[config.mk]
export PLATFORM = sky130hd
export DESIGN_NAME = modular_inverse_ext_euclid_unit
export DESIGN_NICKNAME = d
export VERILOG_FILES = /design/src/rtl/core/mie_pkg.sv /design/src/rtl/core/mie_ctrl.sv /design/src/rtl/core/mie_datapath.sv /design/src/rtl/core/modular_inverse_ext_euclid_unit.sv
export SDC_FILE = /design/constraint.sdc
export NUM_CORES = 1
export LEC_CHECK = 0
export ABC_CLOCK_PERIOD_IN_PS = 5750
export BUFFER_PORTS_ARGS = -buffer_cell sky130_fd_sc_hd__buf_2
export CAP_MARGIN = 20
export CORE_MARGIN = 8
export CORE_UTILIZATION = 25
export DETAILED_ROUTE_END_ITERATION = 12
export HOLD_SLACK_MARGIN = 0.12
export PLACE_DENSITY = 0.43
export SLEW_MARGIN = 25
export SYNTH_ARGS = -nofsm -noshare
export SYNTH_HDL_FRONTEND = slang
export SYNTH_SLANG_ARGS = --single-unit
export TNS_END_PERCENT = 50
[constraint.sdc]
create_clock -name clk -period 5.75 [get_ports clk]
set_input_delay 0 -clock clk [delete_from_list [all_inputs] [get_ports clk]]
set_output_delay 0 -clock clk [all_outputs]
set_load 0.01 [all_outputs]
[src/rtl/core/mie_pkg.sv]
// Shared types and constants of the modular inverse unit.
`default_nettype none
package mie_pkg;

	// Modulus after reset, truncated to the data width where it is used.
	localparam logic [63:0] MODULUS_RESET = 64'd1000000007;

	typedef enum logic [2:0] {
		ST_IDLE,
		ST_CHECK,
		ST_ALIGN,
		ST_DIVIDE,
		ST_END,
		ST_FINISH
	} mie_state_t;

	// Commands from the controller to the datapath.
	typedef struct packed {
		logic load;
		logic div_init;
		logic shift;
		logic div_step;
		logic step_end;
		logic capture;
	} mie_cmd_t;

	// Status from the datapath to the controller.
	typedef struct packed {
		logic r1_zero;
		logic can_shift;
		logic k_zero;
		logic rem_zero;
	} mie_sts_t;

endpackage
`default_nettype wire

[src/rtl/core/mie_ctrl.sv]
// Controller state machine of the modular inverse unit.
`default_nettype none
module mie_ctrl
	import mie_pkg::*;
(
	input  wire logic      clk,
	input  wire logic      arst_n,
	input  wire logic      start,
	input  wire mie_sts_t  sts,
	output mie_cmd_t       cmd,
	output logic           busy,
	output logic           done
);

	mie_state_t state_q;
	mie_state_t state_d;
	logic       done_q;

	always_ff @(posedge clk or negedge arst_n) begin
		if (!arst_n) begin
			state_q <= ST_IDLE;
			done_q  <= 1'b0;
		end else begin
			state_q <= state_d;
			done_q  <= (state_q == ST_FINISH);
		end
	end

	always_comb begin
		state_d = state_q;
		unique case (state_q)
			ST_IDLE: begin
				if (start) state_d = ST_CHECK;
			end
			ST_CHECK: begin
				state_d = sts.r1_zero ? ST_FINISH : ST_ALIGN;
			end
			ST_ALIGN: begin
				if (!sts.can_shift) state_d = ST_DIVIDE;
			end
			ST_DIVIDE: begin
				if (sts.k_zero) state_d = ST_END;
			end
			ST_END: begin
				state_d = sts.rem_zero ? ST_FINISH : ST_ALIGN;
			end
			ST_FINISH: begin
				state_d = ST_IDLE;
			end
			default: begin
				state_d = ST_IDLE;
			end
		endcase
	end

	always_comb begin
		cmd = '0;
		unique case (state_q)
			ST_IDLE:   cmd.load     = start;
			ST_CHECK:  cmd.div_init = !sts.r1_zero;
			ST_ALIGN:  cmd.shift    = sts.can_shift;
			ST_DIVIDE: cmd.div_step = 1'b1;
			ST_END:    cmd.step_end = 1'b1;
			ST_FINISH: cmd.capture  = 1'b1;
			default:   cmd = '0;
		endcase
	end

	assign busy = (state_q != ST_IDLE);
	assign done = done_q;

endmodule
`default_nettype wire

[src/rtl/core/mie_datapath.sv]
// Datapath of the modular inverse unit: remainder and coefficient pairs and a shift-subtract divider.
`default_nettype none
module mie_datapath
	import mie_pkg::*;
#(
	parameter int DATA_WIDTH = 31
) (
	input  wire logic                  clk,
	input  wire logic                  arst_n,
	input  wire logic                  cfg_we,
	input  wire logic [DATA_WIDTH-1:0] cfg_modulus,
	input  wire logic [DATA_WIDTH-1:0] value,
	input  wire mie_cmd_t              cmd,
	output mie_sts_t                   sts,
	output logic [DATA_WIDTH-1:0]      inverse,
	output logic [DATA_WIDTH-1:0]      gcd_value,
	output logic                       no_inverse
);

	localparam int DW = DATA_WIDTH;
	localparam int SW = DATA_WIDTH + 1;
	localparam int TW = DATA_WIDTH + 2;
	localparam int KW = $clog2(DATA_WIDTH);

	logic        [DW-1:0] mod_q;
	logic        [DW-1:0] r0_q;
	logic        [DW-1:0] r1_q;
	logic signed [SW-1:0] s0_q;
	logic signed [SW-1:0] s1_q;
	logic        [DW-1:0] rem_q;
	logic        [DW-1:0] d_q;
	logic signed [TW-1:0] t_q;
	logic        [KW-1:0] k_q;

	logic        [DW-1:0] d_dbl;
	logic                 ge;
	logic        [DW-1:0] rem_n;
	logic signed [TW-1:0] t_n;
	logic signed [TW-1:0] s_new;
	logic signed [SW-1:0] s_norm;

	always_ff @(posedge clk or negedge arst_n) begin
		if (!arst_n) begin
			mod_q <= MODULUS_RESET[DW-1:0];
		end else if (cfg_we) begin
			mod_q <= cfg_modulus;
		end
	end

	assign d_dbl = {d_q[DW-2:0], 1'b0};
	assign ge    = (rem_q >= d_q);
	assign rem_n = ge ? (rem_q - d_q) : rem_q;
	// Horner accumulation of quotient times s1, quotient bits arrive MSB first.
	assign t_n   = (t_q <<< 1) + (ge ? TW'(s1_q) : TW'(0));
	assign s_new = TW'(s0_q) - t_q;
	assign s_norm = s0_q + $signed({1'b0, mod_q});

	always_ff @(posedge clk) begin
		if (cmd.load) begin
			r0_q <= value;
			r1_q <= mod_q;
			s0_q <= SW'(1);
			s1_q <= '0;
		end
		if (cmd.div_init) begin
			rem_q <= r0_q;
			d_q   <= r1_q;
			t_q   <= '0;
			k_q   <= '0;
		end
		if (cmd.shift) begin
			d_q <= d_dbl;
			k_q <= k_q + KW'(1);
		end
		if (cmd.div_step) begin
			rem_q <= rem_n;
			t_q   <= t_n;
			d_q   <= d_q >> 1;
			k_q   <= k_q - KW'(1);
		end
		if (cmd.step_end) begin
			r0_q  <= r1_q;
			r1_q  <= rem_q;
			s0_q  <= s1_q;
			s1_q  <= s_new[SW-1:0];
			// The next division divides the old divisor by this remainder.
			rem_q <= r1_q;
			d_q   <= rem_q;
			t_q   <= '0;
			k_q   <= '0;
		end
		if (cmd.capture) begin
			inverse    <= s0_q[SW-1] ? s_norm[DW-1:0] : s0_q[DW-1:0];
			gcd_value  <= r0_q;
			no_inverse <= (r0_q != DW'(1));
		end
	end

	always_comb begin
		sts.r1_zero   = (r1_q == '0);
		sts.can_shift = !d_q[DW-1] && (d_dbl <= rem_q);
		sts.k_zero    = (k_q == '0);
		sts.rem_zero  = (rem_q == '0);
	end

endmodule
`default_nettype wire

[src/rtl/core/modular_inverse_ext_euclid_unit.sv]
// Top level of the modular inverse unit (extended Euclidean algorithm).
// Sequence: the modulus is tested, then each Euclid step aligns the divisor, divides by
// shift-subtract and updates the pairs, and a finish state captures the result.
// done pulses the cycle after the finish cycle; the shift-subtract divider sets the pace.
// One item at a time; a new item may be accepted in the cycle in which done pulses.
// Reset clears the controller to idle and loads the modulus with 1000000007.
`default_nettype none
module modular_inverse_ext_euclid_unit
	import mie_pkg::*;
#(
	parameter int DATA_WIDTH = 31
) (
	input  wire logic                  clk,
	input  wire logic                  arst_n,
	// Command channel: an item is taken when start is high and busy is low.
	input  wire logic                  start,
	output logic                       busy,
	input  wire logic [DATA_WIDTH-1:0] value,
	// Result channel: done marks the single cycle in which the result is shown.
	output logic                       done,
	output logic [DATA_WIDTH-1:0]      inverse,
	output logic [DATA_WIDTH-1:0]      gcd_value,
	output logic                       no_inverse,
	// Modulus write channel.
	input  wire logic                  cfg_valid,
	output logic                       cfg_ready,
	input  wire logic [DATA_WIDTH-1:0] modulus
);

	mie_cmd_t cmd;
	mie_sts_t sts;

	// The modulus register can always take a write. Writes are expected only while idle.
	assign cfg_ready = 1'b1;

	// The controller walks each Euclid step through alignment of the divisor, one
	// quotient bit per cycle of restoring division, and the pair update.
	mie_ctrl u_ctrl (
		.clk    (clk),
		.arst_n (arst_n),
		.start  (start),
		.sts    (sts),
		.cmd    (cmd),
		.busy   (busy),
		.done   (done)
	);

	// The datapath holds the remainder and coefficient pairs. While dividing it
	// also accumulates quotient times coefficient so that the new coefficient is
	// ready at the end of the step without a multiplier.
	mie_datapath #(
		.DATA_WIDTH (DATA_WIDTH)
	) u_datapath (
		.clk         (clk),
		.arst_n      (arst_n),
		.cfg_we      (cfg_valid),
		.cfg_modulus (modulus),
		.value       (value),
		.cmd         (cmd),
		.sts         (sts),
		.inverse     (inverse),
		.gcd_value   (gcd_value),
		.no_inverse  (no_inverse)
	);

endmodule
`default_nettype wire

==> impl_metrics.py, run 1 <==
metrics = {
    "die": {
        "num_rows": 104,
        "coreArea_mm2": 0.08016,
        "fp.dieH_um": 299.9,
        "die_x_um": 299.9,
        "die_area_mm2": 0.08996,
        "io_pins": 132,
        "start_util": 0.2514,
    },
    "cts": {
        "cts_sinks": 323,
        "cts_tree": "done",
        "post-cts-setup-buffers": 0,
        "clk_latency_ns": 0.56,
        "clk_path_buf_depth": 3,
        "cts_root_buf": "clkbuf_16",
        "path_clk_slew_ns": 0.06,
        "h-tree-depth": 2,
        "numCtsBuffers": 40,
    },
    "detailed_routing": {
        "wl_per_cell_um": 19.97,
        "vias": 16150,
        "drt_pass1_iterations": 5,
        "drc": 0,
        "ant_nets": 0,
        "vias_per_cell": 4.904,
        "drt-initial-drc-count": 1170,
        "wl_um": 65770,
    },
    "status": {
        "outcome": "finished clean",
    },
    "setup_path": {
        "crit-reg2reg-launch": "u_datapath.d_q[5]$_DFFE_PP_",
        "path_cells": "inv_1, ha_1, or4_1, o22ai_2, o21ai_2, a211oi_4, a21boi_2, o21a_1, buf_12, and2_1, ha_1, fa_1, a211oi_2, o21ai_0, buf_4, a41oi_1, o21ai_0, a21oi_1, o21ai_0, a21oi_1, xor2_1, o21ai_0",
        "end_kind": "flop",
        "rr_endpoint": "u_datapath.t_q[19]$_SDFFE_PP0P_",
        "cp_max_fo": 21,
        "cp_num_buf_inv": 3,
        "worst-endpoint-arrival_ns": 5.85,
        "required_ns": 6.16,
        "cp_common_cell": "o21ai_0",
        "rrSetupSlack_ns": 0.31,
        "r2r_cells": 22,
        "critical_path_class": "flop to flop",
        "start_kind": "flop",
        "crit_slowest_cell": "or4_1",
        "critPathTopFamily": "compound AO/OA/AOI/OAI gates",
        "critPathMaxStageDelay_ns": 0.54,
    },
    "synthesis": {
        "synth_nets": 2236,
        "synth-async-reset-ratio": 0.1084,
        "syn_area_per_cell_um2": 10.02,
        "ys_ff_latch": 323,
        "netlist_instances": 2011,
        "ys_types": 89,
        "synth_seq_area_share": 0.4552,
        "synth_ff_type": "edfxtp_1",
        "mappedNetlistArea_mm2": 0.02015,
        "synth-edff-count": 251,
        "ys_warn_count": 0,
    },
    "sta": {
        "hold_ws_ns": 0.2192,
        "fmax_ghz": 0.1840,
        "relSlewSlack": 0.3405,
        "rsz0062_at_grt": "false",
        "min_period_over_period": 0.9454,
        "finalSetupViolations": 0,
        "finalCriticalPeriod_ns": 5.436,
        "setup_tns_ns": 0,
        "worst_slew_pin_slew_ns": 0.9893,
        "timing.final.hold_violations": 0,
        "fin_skew_ns": 0.01614,
        "drv_slew": 0,
    },
    "pwr": {
        "peakVddDrop_uv": 230.0,
        "p_leak_nw": 9.706,
        "p_per_area_mw_per_mm2": 589.8,
        "total_power_mw": 14.16,
    },
    "min_path": {
        "hold_depth": 3,
        "worstHoldStart": "modulus[5]",
        "hp-class": "primary input to flop",
        "min_to": "u_datapath.mod_q[5]$_DFFE_PN0P_",
    },
    "finish": {
        "layout_common_cells": "nand2_1, edfxtp_1, ha_1, o21ai_0, inv_1",
        "fill_cells": 8379,
        "n_antenna_cell": 0,
        "stdcell_count": 3294,
        "nNetsFinal": 2430,
        "drive_gt1_frac": 0.1401,
        "synthToLayoutAreaGrowth_pct": 19.15,
        "final_common_cell": "nand2_1",
    },
    "grt": {
        "use_met1": 0.1947,
        "first_global_vias": 16580,
        "grt_max_degree": 82,
        "grt_overflow_total": 0,
        "top_usage_layer": "met2",
        "grt_antenna_before_repair": 2,
        "grt_first_pass_wirelength_um": 101300,
        "grt_util_met3": 0.02301,
        "track_usage": 0.1424,
        "use_met2": 0.2342,
    },
    "place": {
        "dp_cells": 3156,
        "dp_hpwl_um": 47910,
        "portBuffers": 130,
        "gp_congestion": 0.8600,
    },
    "run": {
        "maxCapViolCount": 0,
    },
}
Yosys cell counts (all sizes together), types with 6 or more instances:
master    n  area share
nand2   263       0.049
edfxtp  251        0.37
o21ai   157       0.039
ha      155       0.096
inv     132       0.025
a21oi   101       0.025
nor2     90       0.017
clkbuf   63       0.013
a21o     53       0.020
xor2     52       0.023
mux2     48       0.027
and3     47       0.015
xnor2    40       0.017
mux2i    38       0.019
dfxtp    37       0.037
and2     36       0.011
o211ai   36       0.014
a22oi    30       0.011
nand3    30      0.0074
nor3     26      0.0065
nor4     25      0.0078
nand2b   23      0.0071
nand4    23      0.0071
a31oi    20      0.0065
dfrtp    19       0.024
o21bai   18      0.0067
a211oi   17      0.0070
dfstp    16       0.021
o31ai    14      0.0055
nor2b    13      0.0040
o21a     13      0.0048
buf      11      0.0029
or3      10      0.0031
a21boi    7      0.0028
a22o      7      0.0030
a41oi     6      0.0026
layout make-up:
class | instances | area (um2) | share of cell area
Clock buffer | 55 | 1079 | 0.04492
Clock inverter | 16 | 153.9 | 0.006409
Inverter | 132 | 495.5 | 0.02063
Multi-Input combinational cell | 1482 | 10220 | 0.4256
Sequential cell | 323 | 9174 | 0.3821
Tap cell | 1060 | 1326 | 0.05523
Timing Repair Buffer | 226 | 1564 | 0.06513
worst register-to-register path: cells and delay by family, from the launching register on:
kind | cells | cell delay (ns)
and+or+nand+nor | 2 | 0.71
buffers and inverters | 3 | 0.40
adders and majority gates | 3 | 0.88
xor gates and xnor gates | 1 | 0.14
DFF | 1 | 0.41
AOI/OAI and AO/OA | 13 | 2.77
how the worst max path moves through the flow:
| stage | from | endpoint | slack (ns) | depth (start not counted) |
|---|---|---|---|---|
| 2_1_floorplan | u_datapath.rem_q[6]$_DFFE_PP_ | u_datapath.t_q[31]$_SDFFE_PP0P_ | 1.07 | 20 |
| 3_3_place_gp | u_datapath.d_q[6]$_DFFE_PP_ | u_datapath.t_q[19]$_SDFFE_PP0P_ | 0.32 | 22 |
| 3_5_place_dp | u_datapath.d_q[6]$_DFFE_PP_ | u_datapath.t_q[19]$_SDFFE_PP0P_ | 0.27 | 22 |
| 4_1_cts | u_datapath.rem_q[5]$_DFFE_PP_ | u_datapath.t_q[19]$_SDFFE_PP0P_ | 0.25 | 21 |
| 5_1_grt | u_datapath.rem_q[0]$_DFFE_PP_ | u_datapath.t_q[31]$_SDFFE_PP0P_ | 0.03 | 22 |
| 6_report | u_datapath.d_q[5]$_DFFE_PP_ | u_datapath.t_q[19]$_SDFFE_PP0P_ | 0.31 | 22 |
cell families (layout without fill, tap and decap cells):
logic type      after synthesis  in the layout  share of synthesized area
fa+ha+maj                   159            159                     0.1002
simple gates                615            615                     0.1463
xor+xnor                     93             93                    0.04110
buf+inv                     206            429                    0.04029
mux                          86             86                    0.04569
other cells                   1              1                  0.0001861
compound gates              528            528                     0.1710
flops                       323            323                     0.4552
stage by stage:
step	utilization	area [um2]	setup WS (ns)
2_1_floorplan	-	20150	1.066
3_3_place_gp	0.2756	22090	0.3250
3_5_place_dp	0.2756	22090	0.2662
4_1_cts	0.2991	23970	0.2516
5_1_grt	0.2996	24010	0.02580
6_report	0.2996	24010	0.3141
repair_timing:
| item | in CTS | in global routing |
|---|---|---|
| setup endpoints to repair | 0 | 3 |
| hold buffers | 65 | 1 |
| endpoints found under the hold margin | 91 | 19 |
| resized for setup | 0 | 2 |
report_power, final:
group	total [mW]	internal (mW)	switching [mW]
sequential	4.28	3.58	0.698
combinational	7.41	2.85	4.56
clock	2.48	1.44	1.03
metal layers:
metal | vias up | routed length (um)
li1 | 7814 | -
met1 | 7851 | 31100
met2 | 401 | 30120
met3 | 87 | 3132
met4 | 0 | 1407
met5 | - | 0
state kept, by name, summed over array words and instances (netlist names), 3 cells and up:
name and flops:
u_datapath.s1_q 32, u_datapath.inverse 31, u_datapath.r1_q 31, u_datapath.gcd_value 31
u_datapath.s0_q 32, u_datapath.k_q 5, u_ctrl.state_q 3, u_datapath.d_q 31
u_datapath.mod_q 31, u_datapath.t_q 32, u_datapath.r0_q 31, u_datapath.rem_q 31
Power figures use the tool's default switching activity.
==> inputs of run 2 (changes only) <==
PLACE_DENSITY = not set   (was 0.43)
PLACE_DENSITY_LB_ADDON = 0.2   (was not set)
==> run 2 against run 1 <==
  * Register-to-register slack better by 0.04 ns
  * Global-route usage up 0.055 points
  * Clock-buffer cell count up 4
  * Sequential power about the same
  * Via count up 0.56%
  * Worst setup slack better by 0.036 ns
  * Critical endpoint is now u_datapath.t_q[28]$_SDFFE_PP0P_
  * Final area up 0.69%
  * Maximum frequency up 0.66%
  * Die area unchanged
  * Critical path depth unchanged
==> impl_metrics.py, run 2 (synthesis gave the netlist of run 1 again) <==
metrics = {
    "finish": {
        "stdcell_count": 3303,
        "final_common_cell": "nand2_1",
        "drive_gt1_frac": 0.1471,
        "fill_cells": 8383,
        "reg.largest.list": "u_datapath.s0_q: 32 flops, u_datapath.s1_q: 32 flops, u_datapath.t_q: 32 flops",
        "final-seq-area_mm2": 0.009174,
        "multiInputGateArea_mm2": 0.01022,
        "synthToLayoutAreaGrowth_pct": 19.97,
        "n_antenna_cell": 0,
        "layout_common_cells": "nand2_1, edfxtp_1, ha_1, o21ai_0, inv_1",
        "nNetsFinal": 2435,
    },
    "place": {
        "dp_hpwl_um": 47930,
        "dp_cells": 3161,
        "portBuffers": 130,
        "gp_congestion": 0.8592,
    },
    "cts": {
        "clk_path_buf_depth": 3,
        "numCtsBuffers": 41,
        "cts_sinks": 323,
        "post-cts-setup-buffers": 0,
        "h-tree-depth": 2,
        "clk_latency_ns": 0.57,
        "cts_root_buf": "clkbuf_16",
        "path_clk_slew_ns": 0.06,
        "cts_tree": "done",
    },
    "pwr": {
        "p_sw_frac": 0.4427,
        "combPwrFrac": 0.522,
        "p_int_mw": 8.053,
        "p_per_area_mw_per_mm2": 597.6,
        "power.switching_mw": 6.397,
        "peakVddDrop_uv": 270.3,
        "pwr-share-seq": 0.294,
        "p_leak_nw": 9.815,
        "p_clk_frac": 0.184,
    },
    "sta": {
        "timing.final.hold_violations": 0,
        "worst_slew_pin_slew_ns": 1.000,
        "relSlewSlack": 0.3334,
        "fmax_ghz": 0.1852,
        "drv_slew": 0,
        "rsz0062_at_grt": "false",
        "setup_tns_ns": 0,
        "finalCriticalPeriod_ns": 5.400,
        "min_period_over_period": 0.9392,
        "finalSetupViolations": 0,
        "fin_skew_ns": 0.02465,
    },
    "grt": {
        "track_usage": 0.1429,
        "grt_antenna_before_repair": 1,
        "grt_overflow_total": 0,
        "first_global_vias": 16590,
        "grt_first_pass_wirelength_um": 101800,
        "grt_max_degree": 76,
    },
    "setup_path": {
        "required_ns": 6.17,
        "critical_path_class": "flop to flop",
        "worst-endpoint-arrival_ns": 5.82,
        "start_kind": "flop",
        "crit_slowest_cell": "edfxtp_1",
        "critPathTopFamily": "compound AO/OA/AOI/OAI gates",
        "cp_num_buf_inv": 3,
        "cp_max_fo": 21,
        "critPathMaxStageDelay_ns": 0.50,
        "path_cells": "inv_1, ha_1, or2b_2, a21oi_1, o22ai_4, o21ai_2, a211oi_4, a21boi_2, o21a_1, buf_12, and2_1, ha_1, a211oi_1, o21bai_1, a31oi_1, buf_4, o31ai_2, a2111oi_2, nor2_1, a41oi_1, xor2_1, o21ai_0",
        "cp_common_cell": "ha_1",
        "end_kind": "flop",
    },
    "die": {
        "coreArea_mm2": 0.08016,
        "io_pins": 132,
        "num_rows": 104,
        "die_x_um": 299.9,
        "fp.dieH_um": 299.9,
        "start_util": 0.2514,
        "die_area_mm2": 0.08996,
    },
    "detailed_routing": {
        "drt-initial-drc-count": 1232,
        "drt_pass1_iterations": 6,
        "vias_per_cell": 4.918,
        "wl_um": 65940,
        "wl_per_cell_um": 19.96,
        "ant_nets": 0,
        "vias": 16240,
        "drc": 0,
    },
    "min_path": {
        "hp-class": "primary input to flop",
    },
    "run": {
        "maxCapViolCount": 0,
    },
    "status": {
        "outcome": "finished clean",
    },
}
## run 2: metal layers
layer  vias up  part of all wire  track usage  wire (um)
met5         -                 0            0          0
li1       7831                 -            -          -
met1      7922              0.47       0.1972      31270
met2       405              0.45       0.2331      30000
met4         0             0.024      0.03553       1596
met3        86             0.047      0.02193       3079
## run 2: tightest hold or removal path: stages
cell and delay, ns:
buf_2 0.40, nand2_1 0.20, o21ai_0 0.09
## run 2: layout make-up
cell class | count | area share
clock inverter | 17 | 0.006986
multi-input combinational | 1482 | 0.4228
inverter | 132 | 0.02049
sequential | 323 | 0.3794
clock buffer | 59 | 0.04958
timing repair buffer | 230 | 0.06582
tap | 1060 | 0.05485
## run 2: worst paths after layout
kind | from | to | slack [ns] | cells past startpoint
max reg2reg | u_datapath.rem_q[0]$_DFFE_PP_ | u_datapath.t_q[28]$_SDFFE_PP0P_ | 0.35 | 22
min reg2reg | u_datapath.t_q[30]$_SDFFE_PP0P_ | u_datapath.t_q[30]$_SDFFE_PP0P_ | 0.45 | 2
min | cfg_valid | u_datapath.mod_q[1]$_DFFE_PN1P_ | 0.18 | 3
max | u_datapath.rem_q[0]$_DFFE_PP_ | u_datapath.t_q[28]$_SDFFE_PP0P_ | 0.35 | 22
max in group asynchronous | arst_n | u_datapath.mod_q[5]$_DFFE_PN0P_ | 4.81 | 3
min in group asynchronous | arst_n | u_datapath.mod_q[26]$_DFFE_PN0P_ | 0.50 | 3
## run 2: through the flow
| stage | utilization | total power, mW | hold slack, ns | worst slack [ns] | instance area (um2) |
|---|---|---|---|---|---|
| 2_1_floorplan | - | 9.378 | -0.2956 | 1.066 | 20150 |
| 3_3_place_gp | 0.2760 | 11.70 | 0.2243 | 0.3986 | 22130 |
| 3_5_place_dp | 0.2760 | 11.72 | 0.2316 | 0.3665 | 22130 |
| 4_1_cts | 0.3011 | 14.53 | 0.1545 | 0.3145 | 24130 |
| 5_1_grt | 0.3016 | 15.55 | 0.2016 | 0.01972 | 24180 |
| 6_report | 0.3016 | 14.45 | 0.1794 | 0.3498 | 24180 |
## run 2: repair_timing
item / in CTS / in global routing
setup endpoints to repair: 0 / 1
resized for setup: 0 / 4
hold buffers: 64 / 1
endpoints found under the hold margin: 92 / 19
## run 2: power by group through the flow
stage	registers (mW)	clock network (mW)	logic, mW
3_5_place_dp	4.29	0	7.43
5_1_grt	4.34	2.82	8.38
3_3_place_gp	4.28	0	7.42
2_1_floorplan	4.03	0	5.35
6_report	4.25	2.66	7.54
4_1_cts	4.25	2.74	7.54
==> inputs of run 3 (changes only) <==
BUFFER_PORTS_ARGS = not set   (was -buffer_cell sky130_fd_sc_hd__buf_2)
DONT_BUFFER_PORTS = 1   (was not set)
MAX_ROUTING_LAYER = met4   (was not set)
==> run 3 against run 2 <==
  * Clock-buffer cell count is 3 lower
  * Non-clock buffer count is 85 lower
  * Die area stayed put
  * Critical path type unchanged
  * Global-route usage is 0.63 points higher
  * Combinational power hardly changed
==> impl_metrics.py, run 3 (synthesis gave the netlist of run 1 again) <==
metrics = {
    "finish": {
        "stdcell_area_mm2": 0.02404,
        "final_common_cell": "nand2_1",
        "fill_cells": 8357,
        "nNetsFinal": 2350,
        "reg.largest.list": "u_datapath.s0_q: 32 flops, u_datapath.s1_q: 32 flops, u_datapath.t_q: 32 flops",
        "drive_gt1_frac": 0.09917,
        "layout_common_cells": "nand2_1, edfxtp_1, ha_1, o21ai_0, inv_1",
        "synthToLayoutAreaGrowth_pct": 19.30,
    },
    "setup_path": {
        "start_kind": "flop",
        "path_cells": "inv_1, ha_1, or2b_2, a21oi_1, o22ai_2, o21ai_2, a211oi_4, a21boi_2, o21a_1, buf_12, and2_1, ha_1, a21oi_1, o21ai_0, a2111oi_1, o31ai_2, buf_4, buf_4, a31oi_1, o21ai_0, a31oi_1, xor2_1, o21ai_0",
        "cp_num_buf_inv": 4,
        "r2r_cells": 23,
        "critical_path_class": "flop to flop",
        "worst-endpoint-arrival_ns": 5.76,
        "cp_common_cell": "o21ai_0",
        "rrSetupSlack_ns": 0.41,
        "cp.depth": 23,
        "critPathMaxStageDelay_ns": 0.51,
        "rr_endpoint": "u_datapath.t_q[25]$_SDFFE_PP0P_",
        "end_kind": "flop",
        "crit-reg2reg-launch": "u_datapath.rem_q[0]$_DFFE_PP_",
        "critPathTopFamily": "compound AO/OA/AOI/OAI gates",
        "crit_slowest_cell": "edfxtp_1",
        "required_ns": 6.17,
        "cp_max_fo": 23,
    },
    "cts": {
        "cts_tree": "done",
        "path_clk_slew_ns": 0.07,
        "clk_latency_ns": 0.58,
        "cts_sinks": 323,
        "cts_root_buf": "clkbuf_16",
        "clk_path_buf_depth": 3,
        "h-tree-depth": 2,
        "numCtsBuffers": 41,
        "post-cts-setup-buffers": 0,
    },
    "detailed_routing": {
        "drt_pass1_iterations": 7,
        "drt-initial-drc-count": 1093,
        "ant_nets": 0,
        "wl_um": 67260,
        "vias": 15990,
        "drc": 0,
        "vias_per_cell": 4.964,
        "wl_per_cell_um": 20.88,
    },
    "min_path": {
        "min_to": "u_datapath.r0_q[23]$_DFFE_PP_",
        "hold_depth": 3,
        "worstHoldStart": "value[23]",
        "hp-class": "primary input to flop",
    },
    "sta": {
        "finalCriticalPeriod_ns": 5.340,
        "finalSetupViolations": 0,
        "drv_slew": 0,
        "relSlewSlack": 0.4421,
        "timing.final.hold_violations": 0,
        "worst_slew_pin_slew_ns": 0.8369,
        "rsz0062_at_grt": "false",
        "min_period_over_period": 0.9288,
        "setup_tns_ns": 0,
        "fmax_ghz": 0.1873,
        "fin_skew_ns": 0.02629,
    },
    "grt": {
        "grt_overflow_total": 0,
        "track_usage": 0.1492,
        "grt_antenna_before_repair": 5,
        "grt_first_pass_wirelength_um": 102000,
        "grt_max_degree": 70,
        "first_global_vias": 16020,
    },
    "place": {
        "placed_area_mm2": 0.02155,
        "dp_hpwl_um": 48320,
        "portBuffers": 0,
        "gp_congestion": 0.8771,
    },
    "die": {
        "io_pins": 132,
        "die_area_mm2": 0.08996,
        "num_rows": 104,
        "die_x_um": 299.9,
        "start_util": 0.2514,
        "coreArea_mm2": 0.08016,
        "fp.dieH_um": 299.9,
    },
    "pwr": {
        "p_per_area_mw_per_mm2": 604.6,
        "peakVddDrop_uv": 405.6,
        "p_leak_nw": 9.539,
    },
    "run": {
        "maxCapViolCount": 0,
    },
    "status": {
        "outcome": "finished clean",
    },
}
==> run 3: repair_timing <==
action / 4_1_cts / 5_1_grt
endpoints found under the setup margin: 0 / 3
hold buffers: 98 / 1
hold endpoints to repair: 100 / 16
resized for setup: 0 / 4
==> run 3: how the worst max path moves through the flow <==
stage | slack (ns) | startpoint | end
6_report | 0.41 | u_datapath.rem_q[0]$_DFFE_PP_ | u_datapath.t_q[25]$_SDFFE_PP0P_
5_1_grt | 0.04 | u_datapath.rem_q[0]$_DFFE_PP_ | u_datapath.t_q[25]$_SDFFE_PP0P_
4_1_cts | 0.35 | u_datapath.d_q[5]$_DFFE_PP_ | u_datapath.t_q[25]$_SDFFE_PP0P_
3_5_place_dp | 0.39 | u_datapath.d_q[5]$_DFFE_PP_ | u_datapath.t_q[31]$_SDFFE_PP0P_
3_3_place_gp | 0.37 | u_datapath.rem_q[0]$_DFFE_PP_ | u_datapath.t_q[31]$_SDFFE_PP0P_
2_1_floorplan | 1.07 | u_datapath.rem_q[6]$_DFFE_PP_ | u_datapath.t_q[31]$_SDFFE_PP0P_
==> run 3: layout make-up <==
type	count	area (um2)	area share
Sequential cell	323	9174	0.3816
Tap cell	1060	1326	0.05516
Multi-Input combinational cell	1482	10230	0.4254
Clock inverter	20	207.7	0.008639
Clock buffer	56	1176	0.04892
Antenna cell	4	10.01	0.0004163
Inverter	132	495.5	0.02061
Timing Repair Buffer	145	1426	0.05933
==> run 3: layer usage <==
metal / wire length [um] / track usage
met1: 31430 / 0.1978
met2: 30920 / 0.2367
met3: 3530 / 0.02654
met4: 1377 / 0.03461
met5: 0 / -
==> run 3: stage by stage <==
stage / setup slack, ns / cells / power, mW / hold WS [ns] / utilization
6_report: 0.4096 / 3222 / 14.54 / 0.1536 / 0.3000
4_1_cts: 0.3521 / 3215 / 14.63 / 0.1317 / 0.2990
2_1_floorplan: 1.066 / 2011 / 9.378 / -0.2956 / -
3_3_place_gp: 0.3749 / 3041 / 11.72 / -0.2942 / 0.2689
5_1_grt: 0.03865 / 3222 / 15.62 / 0.1718 / 0.3000
3_5_place_dp: 0.3873 / 3041 / 11.72 / -0.2943 / 0.2689
==> run 3: report_power, final <==
group / switching [mW] / internal (mW) / total [mW]
Sequential: 0.709 / 3.58 / 4.29
Clock: 1.10 / 1.62 / 2.72
Combinational: 4.60 / 2.93 / 7.53
==> run 3: worst register-to-register path, cell delays in order (launching register included) <==
cell and delay, ns:
edfxtp_1 0.51, inv_1 0.11, ha_1 0.22, or2b_2 0.31
a21oi_1 0.30, o22ai_2 0.19, o21ai_2 0.28, a211oi_4 0.12
a21boi_2 0.25, o21a_1 0.21, buf_12 0.16, and2_1 0.15
ha_1 0.29, a21oi_1 0.18, o21ai_0 0.13, a2111oi_1 0.51
o31ai_2 0.16, buf_4 0.17, buf_4 0.12, a31oi_1 0.25
o21ai_0 0.13, a31oi_1 0.21, xor2_1 0.15, o21ai_0 0.08
